### src/sv/mau_pkg.sv
// package for the modular arithmetic unit: modulus constants, field types,
// microcode control word layout and the microcode program rom
// no dependencies; used by mau_mulmod and modular_arith_unit_top
package mau_pkg;

	// field widths
	localparam int unsigned A_W = 30;
	localparam int unsigned B_W = 32;

	// modulus and derived constants
	localparam logic [29:0] MODULUS  = 30'd1000000007;
	localparam logic [31:0] MOD_32   = {2'b00, MODULUS};
	localparam logic [31:0] MOD2_32  = {1'b0, MODULUS, 1'b0};
	// barrett factor floor(2^60 / modulus)
	localparam logic [63:0] MU_WIDE  = (64'd1 << 60) / 64'd1000000007;
	localparam logic [30:0] MU       = MU_WIDE[30:0];

	// operation selector
	typedef enum logic [1:0] {
		FUNC_ADD = 2'd0,
		FUNC_SUB = 2'd1,
		FUNC_MUL = 2'd2,
		FUNC_POW = 2'd3
	} func_t;

	// microcode addresses
	typedef enum logic [3:0] {
		S_DISP  = 4'd0,
		S_ADD   = 4'd1,
		S_SUB   = 4'd2,
		S_MUL   = 4'd3,
		S_MW1   = 4'd4,
		S_MW2   = 4'd5,
		S_MW3   = 4'd6,
		S_MULWB = 4'd7,
		S_PTOP  = 4'd8,
		S_PACC  = 4'd9,
		S_PW1   = 4'd10,
		S_PW2   = 4'd11,
		S_PBASE = 4'd12,
		S_PSTEP = 4'd13,
		S_PDONE = 4'd14,
		S_ERR   = 4'd15
	} upc_t;

	// multiplier operand pair
	typedef enum logic [1:0] {
		MUL_NONE = 2'd0,
		MUL_AB   = 2'd1,
		MUL_SQ   = 2'd2,
		MUL_ACC  = 2'd3
	} mul_sel_t;

	// result source; anything but none finishes the item
	typedef enum logic [2:0] {
		RES_NONE = 3'd0,
		RES_ADD  = 3'd1,
		RES_SUB  = 3'd2,
		RES_MUL  = 3'd3,
		RES_ACC  = 3'd4,
		RES_ZERO = 3'd5
	} res_sel_t;

	// sequencing condition
	typedef enum logic [1:0] {
		COND_NEXT     = 2'd0,
		COND_JUMP     = 2'd1,
		COND_EXP_ZERO = 2'd2,
		COND_DISPATCH = 2'd3
	} cond_t;

	// one microcode control word
	typedef struct packed {
		mul_sel_t mul_sel;
		logic     wb_base;
		logic     wb_acc_odd;
		logic     shift_exp;
		res_sel_t res_sel;
		cond_t    cond;
		upc_t     target;
	} ucw_t;

	// control into the modular multiplier
	typedef struct packed {
		logic en;
		logic issue;
	} mm_req_t;

	// response from the modular multiplier
	typedef struct packed {
		logic        vld;
		logic [29:0] r;
	} mm_rsp_t;

	localparam ucw_t UCW_NOP = '{
		mul_sel: MUL_NONE, wb_base: 1'b0, wb_acc_odd: 1'b0, shift_exp: 1'b0,
		res_sel: RES_NONE, cond: COND_NEXT, target: S_DISP};

	// microcode program; wait steps lie between each multiplier issue and the step that reads its result
	function automatic ucw_t ucode_rom(upc_t pc);
		ucw_t cw;
		cw = UCW_NOP;
		unique case (pc)
			S_DISP: begin
				cw.cond = COND_DISPATCH;
			end
			S_ADD: begin
				cw.res_sel = RES_ADD;
				cw.cond    = COND_JUMP;
			end
			S_SUB: begin
				cw.res_sel = RES_SUB;
				cw.cond    = COND_JUMP;
			end
			S_MUL: begin
				cw.mul_sel = MUL_AB;
			end
			S_MW1, S_MW2, S_MW3, S_PW1, S_PW2: begin
				cw.cond = COND_NEXT;
			end
			S_MULWB: begin
				cw.res_sel = RES_MUL;
				cw.cond    = COND_JUMP;
			end
			S_PTOP: begin
				cw.mul_sel = MUL_SQ;
				cw.cond    = COND_EXP_ZERO;
				cw.target  = S_PDONE;
			end
			S_PACC: begin
				cw.mul_sel = MUL_ACC;
			end
			S_PBASE: begin
				cw.wb_base = 1'b1;
			end
			S_PSTEP: begin
				cw.wb_acc_odd = 1'b1;
				cw.shift_exp  = 1'b1;
				cw.cond       = COND_JUMP;
				cw.target     = S_PTOP;
			end
			S_PDONE: begin
				cw.res_sel = RES_ACC;
				cw.cond    = COND_JUMP;
			end
			S_ERR: begin
				cw.res_sel = RES_ZERO;
				cw.cond    = COND_JUMP;
			end
		endcase
		return cw;
	endfunction

endpackage

### src/sv/mau_mulmod.sv
// four-stage modular multiplier: 30x30 product, barrett reduction by the
// modulus and a final correction that subtracts twice the modulus or the modulus
// depends on mau_pkg
module mau_mulmod (
	input  logic               clk,
	input  logic               arst_n,
	input  mau_pkg::mm_req_t   req,
	input  logic [29:0]        x,
	input  logic [29:0]        y,
	output mau_pkg::mm_rsp_t   rsp
);

	logic        v_s1, v_s2, v_s3, v_s4;
	logic [59:0] prod_c;
	logic [59:0] prod_s1;
	logic [61:0] q2_c;
	logic [61:0] q2_s2;
	logic [31:0] xlo_s2, xlo_s3;
	logic [60:0] qp_c;
	logic [31:0] qp_s3;
	logic [31:0] rr_c;
	logic [29:0] rfix_c;
	logic [29:0] r_s4;

	// stage arithmetic
	assign prod_c = x * y;
	assign q2_c   = prod_s1[59:29] * mau_pkg::MU;
	assign qp_c   = q2_s2[61:31] * mau_pkg::MODULUS;
	assign rr_c   = xlo_s3 - qp_s3;

	// remainder is below three times the modulus here
	always_comb begin
		priority if (rr_c >= mau_pkg::MOD2_32) begin
			rfix_c = 30'(rr_c - mau_pkg::MOD2_32);
		end else if (rr_c >= mau_pkg::MOD_32) begin
			rfix_c = 30'(rr_c - mau_pkg::MOD_32);
		end else begin
			rfix_c = rr_c[29:0];
		end
	end

	// valid track
	always_ff @(posedge clk or negedge arst_n) begin
		if (!arst_n) begin
			v_s1 <= 1'b0;
			v_s2 <= 1'b0;
			v_s3 <= 1'b0;
			v_s4 <= 1'b0;
		end else if (req.en) begin
			v_s1 <= req.issue;
			v_s2 <= v_s1;
			v_s3 <= v_s2;
			v_s4 <= v_s3;
		end
	end

	// data pipeline
	always_ff @(posedge clk) begin
		if (req.en) begin
			prod_s1 <= prod_c;
			q2_s2   <= q2_c;
			xlo_s2  <= prod_s1[31:0];
			qp_s3   <= qp_c[31:0];
			xlo_s3  <= xlo_s2;
			r_s4    <= rfix_c;
		end
	end

	assign rsp.vld = v_s4;
	assign rsp.r   = r_s4;

	// a finished product is always a reduced residue
	a_reduced: assert property (@(posedge clk) disable iff (!arst_n)
		v_s4 |-> (r_s4 < mau_pkg::MODULUS))
		else $error("modular product not reduced");

endmodule

### src/sv/modular_arith_unit_top.sv
// Arithmetic unit modulo 1000000007. Each input transaction carries an operation
// (add, subtract, multiply, power) and two operands; each gives one output
// transaction with the residue and an operand error flag (result 0 on error).
// A microcoded sequencer drives a four-stage modular multiplier. Add, subtract and
// operand errors need no product, multiply waits for one product, and power runs
// square-and-multiply over the exponent bits up to the highest set one, with a square
// and an accumulator multiply for each bit. A new item is taken once the previous
// one sits in the output register, so input and output overlap.
// depends on mau_pkg and mau_mulmod
module modular_arith_unit_top (
	input  logic        clk,
	input  logic        arst_n,
	// input stream
	input  logic        s_tvalid,
	output logic        s_tready,
	input  logic [63:0] s_tdata,   // operand_a [29:0], operand_b [61:30], zero [63:62]
	input  logic [1:0]  s_tuser,   // func [1:0]
	// output stream
	output logic        m_tvalid,
	input  logic        m_tready,
	output logic [31:0] m_tdata,   // result [29:0], zero [31:30]
	output logic [0:0]  m_tuser    // operand_error [0]
);

	logic                 accept;
	logic                 busy_q;
	mau_pkg::upc_t        pc_q, pc_nxt;
	mau_pkg::ucw_t        cw;
	logic                 done, adv;
	logic [29:0]          in_a;
	logic [31:0]          in_b;
	mau_pkg::func_t       in_func;
	logic                 in_err;
	mau_pkg::func_t       func_q;
	logic                 err_q;
	logic [29:0]          base_q, acc_q;
	logic [31:0]          exp_q;
	logic [29:0]          b30;
	logic [30:0]          sum_c;
	logic [29:0]          add_r, sub_r;
	logic [29:0]          res_val;
	logic [29:0]          mx, my;
	mau_pkg::mm_req_t     mm_req;
	mau_pkg::mm_rsp_t     mm_rsp;
	logic [29:0]          res_q;
	logic                 oerr_q;
	logic                 out_vld_q;

	// input unpacking and operand check
	assign in_a    = s_tdata[29:0];
	assign in_b    = s_tdata[61:30];
	assign in_func = mau_pkg::func_t'(s_tuser);
	assign in_err  = (in_a >= mau_pkg::MODULUS) ||
		((in_func != mau_pkg::FUNC_POW) && (in_b >= mau_pkg::MOD_32));

	assign s_tready = !busy_q;
	assign accept   = s_tvalid && s_tready;

	// microcode fetch and stall control
	assign cw   = mau_pkg::ucode_rom(pc_q);
	assign done = busy_q && (cw.res_sel != mau_pkg::RES_NONE);
	assign adv  = busy_q && (!done || !out_vld_q || m_tready);

	// next step address
	always_comb begin
		unique case (cw.cond)
			mau_pkg::COND_NEXT: begin
				pc_nxt = mau_pkg::upc_t'(pc_q + 4'd1);
			end
			mau_pkg::COND_JUMP: begin
				pc_nxt = cw.target;
			end
			mau_pkg::COND_EXP_ZERO: begin
				pc_nxt = (exp_q == 32'd0) ? cw.target : mau_pkg::upc_t'(pc_q + 4'd1);
			end
			mau_pkg::COND_DISPATCH: begin
				if (err_q) begin
					pc_nxt = mau_pkg::S_ERR;
				end else begin
					unique case (func_q)
						mau_pkg::FUNC_ADD: pc_nxt = mau_pkg::S_ADD;
						mau_pkg::FUNC_SUB: pc_nxt = mau_pkg::S_SUB;
						mau_pkg::FUNC_MUL: pc_nxt = mau_pkg::S_MUL;
						mau_pkg::FUNC_POW: pc_nxt = mau_pkg::S_PTOP;
					endcase
				end
			end
		endcase
	end

	// add and subtract with one correction
	assign b30   = exp_q[29:0];
	assign sum_c = {1'b0, base_q} + {1'b0, b30};
	assign add_r = (sum_c >= {1'b0, mau_pkg::MODULUS}) ?
		30'(sum_c - {1'b0, mau_pkg::MODULUS}) : sum_c[29:0];
	assign sub_r = (base_q < b30) ?
		30'({1'b0, base_q} + {1'b0, mau_pkg::MODULUS} - {1'b0, b30}) : (base_q - b30);

	// result source
	always_comb begin
		unique case (cw.res_sel)
			mau_pkg::RES_ADD: res_val = add_r;
			mau_pkg::RES_SUB: res_val = sub_r;
			mau_pkg::RES_MUL: res_val = mm_rsp.r;
			mau_pkg::RES_ACC: res_val = acc_q;
			default:          res_val = 30'd0;
		endcase
	end

	// multiplier operands
	always_comb begin
		unique case (cw.mul_sel)
			mau_pkg::MUL_AB: begin
				mx = base_q;
				my = b30;
			end
			mau_pkg::MUL_SQ: begin
				mx = base_q;
				my = base_q;
			end
			mau_pkg::MUL_ACC: begin
				mx = acc_q;
				my = base_q;
			end
			mau_pkg::MUL_NONE: begin
				mx = 30'd0;
				my = 30'd0;
			end
		endcase
	end

	assign mm_req.en    = adv;
	assign mm_req.issue = busy_q && (cw.mul_sel != mau_pkg::MUL_NONE);

	mau_mulmod u_mulmod (
		.clk    (clk),
		.arst_n (arst_n),
		.req    (mm_req),
		.x      (mx),
		.y      (my),
		.rsp    (mm_rsp)
	);

	// sequencer control state
	always_ff @(posedge clk or negedge arst_n) begin
		if (!arst_n) begin
			busy_q    <= 1'b0;
			pc_q      <= mau_pkg::S_DISP;
			out_vld_q <= 1'b0;
		end else begin
			if (accept) begin
				busy_q <= 1'b1;
				pc_q   <= mau_pkg::S_DISP;
			end else if (adv) begin
				pc_q <= pc_nxt;
				if (done) begin
					busy_q <= 1'b0;
				end
			end
			if (adv && done) begin
				out_vld_q <= 1'b1;
			end else if (m_tready) begin
				out_vld_q <= 1'b0;
			end
		end
	end

	// datapath registers
	always_ff @(posedge clk) begin
		if (accept) begin
			func_q <= in_func;
			err_q  <= in_err;
			base_q <= in_a;
			acc_q  <= 30'd1;
			exp_q  <= in_b;
		end else if (adv) begin
			if (cw.wb_base) begin
				base_q <= mm_rsp.r;
			end
			if (cw.wb_acc_odd && exp_q[0]) begin
				acc_q <= mm_rsp.r;
			end
			if (cw.shift_exp) begin
				exp_q <= exp_q >> 1;
			end
		end
		if (adv && done) begin
			res_q  <= res_val;
			oerr_q <= err_q;
		end
	end

	// output transaction
	assign m_tvalid   = out_vld_q;
	assign m_tdata    = {2'b00, res_q};
	assign m_tuser[0] = oerr_q;

	// results are residues
	a_res_range: assert property (@(posedge clk) disable iff (!arst_n)
		out_vld_q |-> (res_q < mau_pkg::MODULUS))
		else $error("result not below modulus");

	// an operand error always gives a zero result
	a_err_zero: assert property (@(posedge clk) disable iff (!arst_n)
		(out_vld_q && oerr_q) |-> (res_q == 30'd0))
		else $error("operand error with nonzero result");

	// microcode reads the multiplier only when a product is due
	a_mul_timing: assert property (@(posedge clk) disable iff (!arst_n)
		(busy_q && (cw.wb_base || cw.wb_acc_odd || (cw.res_sel == mau_pkg::RES_MUL)))
		|-> mm_rsp.vld)
		else $error("multiplier result used before it is ready");

	// an accepted item starts the program at dispatch
	a_start: assert property (@(posedge clk) disable iff (!arst_n)
		accept |=> (busy_q && (pc_q == mau_pkg::S_DISP)))
		else $error("sequencer did not start on accepted item");

endmodule
### config.mk
export PLATFORM = sky130hd
export DESIGN_NAME = modular_arith_unit_top
export DESIGN_NICKNAME = d
export VERILOG_FILES = /design/src/sv/mau_pkg.sv /design/src/sv/mau_mulmod.sv /design/src/sv/modular_arith_unit_top.sv
export SDC_FILE = /design/constraint.sdc
export NUM_CORES = 2
export LEC_CHECK = 0
export BUFFER_PORTS_ARGS = -buffer_cell sky130_fd_sc_hd__buf_2
export CAP_MARGIN = 10
export CORE_MARGIN = 3
export CORE_UTILIZATION = 45
export DETAILED_ROUTE_END_ITERATION = 10
export PLACE_DENSITY = 0.62
export SYNTH_ARGS = -nofsm -noshare
export SYNTH_HDL_FRONTEND = slang
export SYNTH_SLANG_ARGS = --single-unit
### constraint.sdc
create_clock -name clk -period 11.3 [get_ports clk]
set_input_delay 1.13 -clock clk [delete_from_list [all_inputs] [get_ports clk]]
set_output_delay 1.13 -clock clk [all_outputs]
set_load 0.005 [all_outputs]
==> metrics.md <==
| Metric | Value |
|---|---|
| Reg2reg start | `pc_q[0]` |
| H-Tree Depth | `2` |
| Area grow syn2layout | `7.30%` |
| Post-DRT Antenna Nets | `0` |
| RSZ-0062 raised after global routing | `false` |
| Fin nets | `9,912` |
| Startpoint Class | `register` |
| Crit path DAT | `11.22 ns` |
| Reg clk slew, reported paths | `0.06 ns` |
| DRC Markers | `0` |
| Die footprint | `163,000 µm²` |
| Top cells by area, synth | `fa_1 35%, ha_1 16%, edfxtp_1 13%` |
| CP most frequent cell | `fa_1` |
| Yosys top cell area share | `35.0%` |
| Share of layout cells above drive strength 1 | `5.98%` |
| Max Slew Vio Count | `0` |
| Initial Util | `45.4%` |
| Worst Hold Class | `in2async` |
| Flop2flop setup slack | `0.41 ns` |
| Reg2Reg Depth | `36` |
| Yosys Warn Count | `0` |
| Post-Place Setup Slack | `0.421 ns` |
| Leading area contributor after synthesis | `fa_1` |
| Maximum clock path buffer count | `3` |
| Mapped Area | `71,100 µm²` |
| Max_slew headroom | `15.7%` |
| Fmax | `91.8 MHz` |
| Synth cell count leaders | `1,633 x inv_1, 1,242 x fa_1, 908 x ha_1` |
| Vias in the first global route | `56.2k` |
| Status | `finished clean` |
| EDFF count, synth | `313` |
| Congestion Overflow GR | `0` |
| First-pass GRT wire length | `358 mm` |
| Largest net degree at the start of global routing | `101` |
| Most common cell in the netlist | `inv_1` |
| RD Place Congestion | `1.02` |
| Die Y | `404 µm` |
| Post-synthesis sequential area ratio | `14.3%` |
| CTS root buffer | `clkbuf_16` |
| Vias/cell | `5.56` |
| Max-Cap Viols | `0` |
| Worst Slack Setup Final | `0.407 ns` |
| Unique masters post-synth | `112` |
| Clk sinks | `349` |
| Post-DP HPWL | `200 mm` |
| Post-synthesis register bit count | `349` |
| Final cycle utilization of the critical path | `96.4%` |
| DRT Wirelength | `237 mm` |
| Gate Count Post-Synth | `7,608` |
| DR WL/cell | `24.2 µm` |
| Fill cells | `14.8k` |
| CP peak stage delay | `0.57 ns` |
| CP required | `11.63 ns` |
| IO Port Bufs | `100` |
| Inserted Clock Buffers | `42` |
| GRT Resource Usage Total | `29.5%` |
| Io pins | `105` |
| Crit path capture type | `register` |
| Crit path kind | `reg2reg` |
| DR vias | `54.4k` |
| Worst r2r dst | `u_mulmod.prod_s1[57]` |
| Row cnt | `145` |
| TNS Setup | `0 ns` |
| CTS tree | `done` |
| Drt first-iter violations | `5,157` |
| Final hold violation count | `0` |
| Clock network latency to the later pin of the worst-skew pair | `0.63 ns` |
| Post-CTS Setup Bufs | `0` |
| Avg Cell Area, Syn | `9.35 µm²` |
| Core Area | `157,000 µm²` |
| DR pass1 iterations | `8` |
| Initial antenna violation count | `7` |
| Final setup vio count | `0` |
| Clock Skew | `0.0539 ns` |
| Post-synth ARST share | `1.72%` |
| Tmin final | `10.89 ns` |
| Die X | `404 µm` |
| Max FO, Critical Path | `39` |
| Slowest CP cell | `fa_1` |
| Worst Tran Pin Value | `1.26 ns` |
| Ys flop type | `edfxtp_1` |
cells in the final DEF (no fill, tap or decap), drive strengths merged, types with 33 or more instances in the layout:
cell       n
nor2b     39
o21ai    246
nand4     39
a31oi     38
fa      1242
nand2b    39
o211ai    39
xnor2    195
nor3      59
a21oi    236
xor2      76
clkbuf    56
nor2     706
a211oi    33
ha       908
edfxtp   313
inv     1636
buf      300
nand2    789
o21a      84
a21o      93
nand3    101
sequential cells by signal, indices dropped and copies added (netlist names), 2 cells and up:
signal / count
u_mulmod.prod_s1: 60
exp_q: 32
u_mulmod.qp_s3: 32
u_mulmod.xlo_s2: 32
u_mulmod.xlo_s3: 32
u_mulmod.q2_s2: 31
acc_q: 30
base_q: 30
res_q: 30
u_mulmod.r_s4: 30
pc_q: 4
func_q: 2
repair_timing:
action,in CTS,in global routing
endpoints found under the hold margin,0,0
gates resized for setup,0,9
hold buffers,0,0
setup endpoints to repair,0,9
metrics by stage:
| stage | std cells | area (µm²) | hold slack, ns | util, % |
|---|---|---|---|---|
| floorplan | 7609 | 71100 | 0.400 | - |
| global placement | 9706 | 74800 | 0.401 | 47.8 |
| detailed placement | 9706 | 74800 | 0.405 | 47.8 |
| CTS | 9784 | 76300 | 0.308 | 48.7 |
| global route | 9784 | 76300 | 0.318 | 48.7 |
| finish | 9787 | 76300 | 0.333 | 48.7 |
logic make-up after synthesis:
| logic type | synth area share (%) |
|---|---|
| other | 0.00527 |
| buffers and inverters | 10.1 |
| AO/OA/AOI/OAI | 9.44 |
| multiplexers | 0.229 |
| adder cells (fa/ha/maj) | 50.9 |
| AND/OR/NAND/NOR | 11.6 |
| flip-flops | 14.3 |
| XOR/XNOR | 3.40 |
critical path: cells and delay by family (launching register included):
family	cells	cell delay (ns)
AND/OR/NAND/NOR	5	0.83
buffers and inverters	8	1.06
adder cells (fa/ha/maj)	11	4.99
XOR/XNOR	1	0.10
AO/OA/AOI/OAI	11	3.18
flip-flops	1	0.44
area by class of cell:
class | count | area (µm²) | share of cell area (%)
Antenna cell | 3 | 7.51 | 0.00984
Clock buffer | 56 | 1200 | 1.57
Timing Repair Buffer | 300 | 2060 | 2.71
Multi-Input combinational cell | 5363 | 53900 | 70.6
Inverter | 1636 | 6150 | 8.06
Tap cell | 2058 | 2570 | 3.37
Clock inverter | 22 | 253 | 0.331
Sequential cell | 349 | 10100 | 13.3
worst max-delay path by stage:
stage,from,endpoint,cells past startpoint
floorplan,pc_q[1],u_mulmod.prod_s1[56],39
global placement,pc_q[1],u_mulmod.prod_s1[56],35
detailed placement,pc_q[0],u_mulmod.prod_s1[56],37
CTS,pc_q[1],u_mulmod.prod_s1[56],35
global route,pc_q[0],u_mulmod.prod_s1[57],36
finish,pc_q[0],u_mulmod.prod_s1[57],36
routing by layer:
layer | part of all wire, % | global-route usage [%] | up-vias
li1 | - | - | 24275
met3 | 8.1 | 4.21 | 357
met2 | 44 | 45.3 | 2194
met4 | 4.2 | 10.3 | 2
met5 | 0.0055 | 0 | -
met1 | 44 | 42.7 | 27604
Power is not shown: default switching activity piles up to over one toggle a cycle in this logic, so the estimate is an artifact.
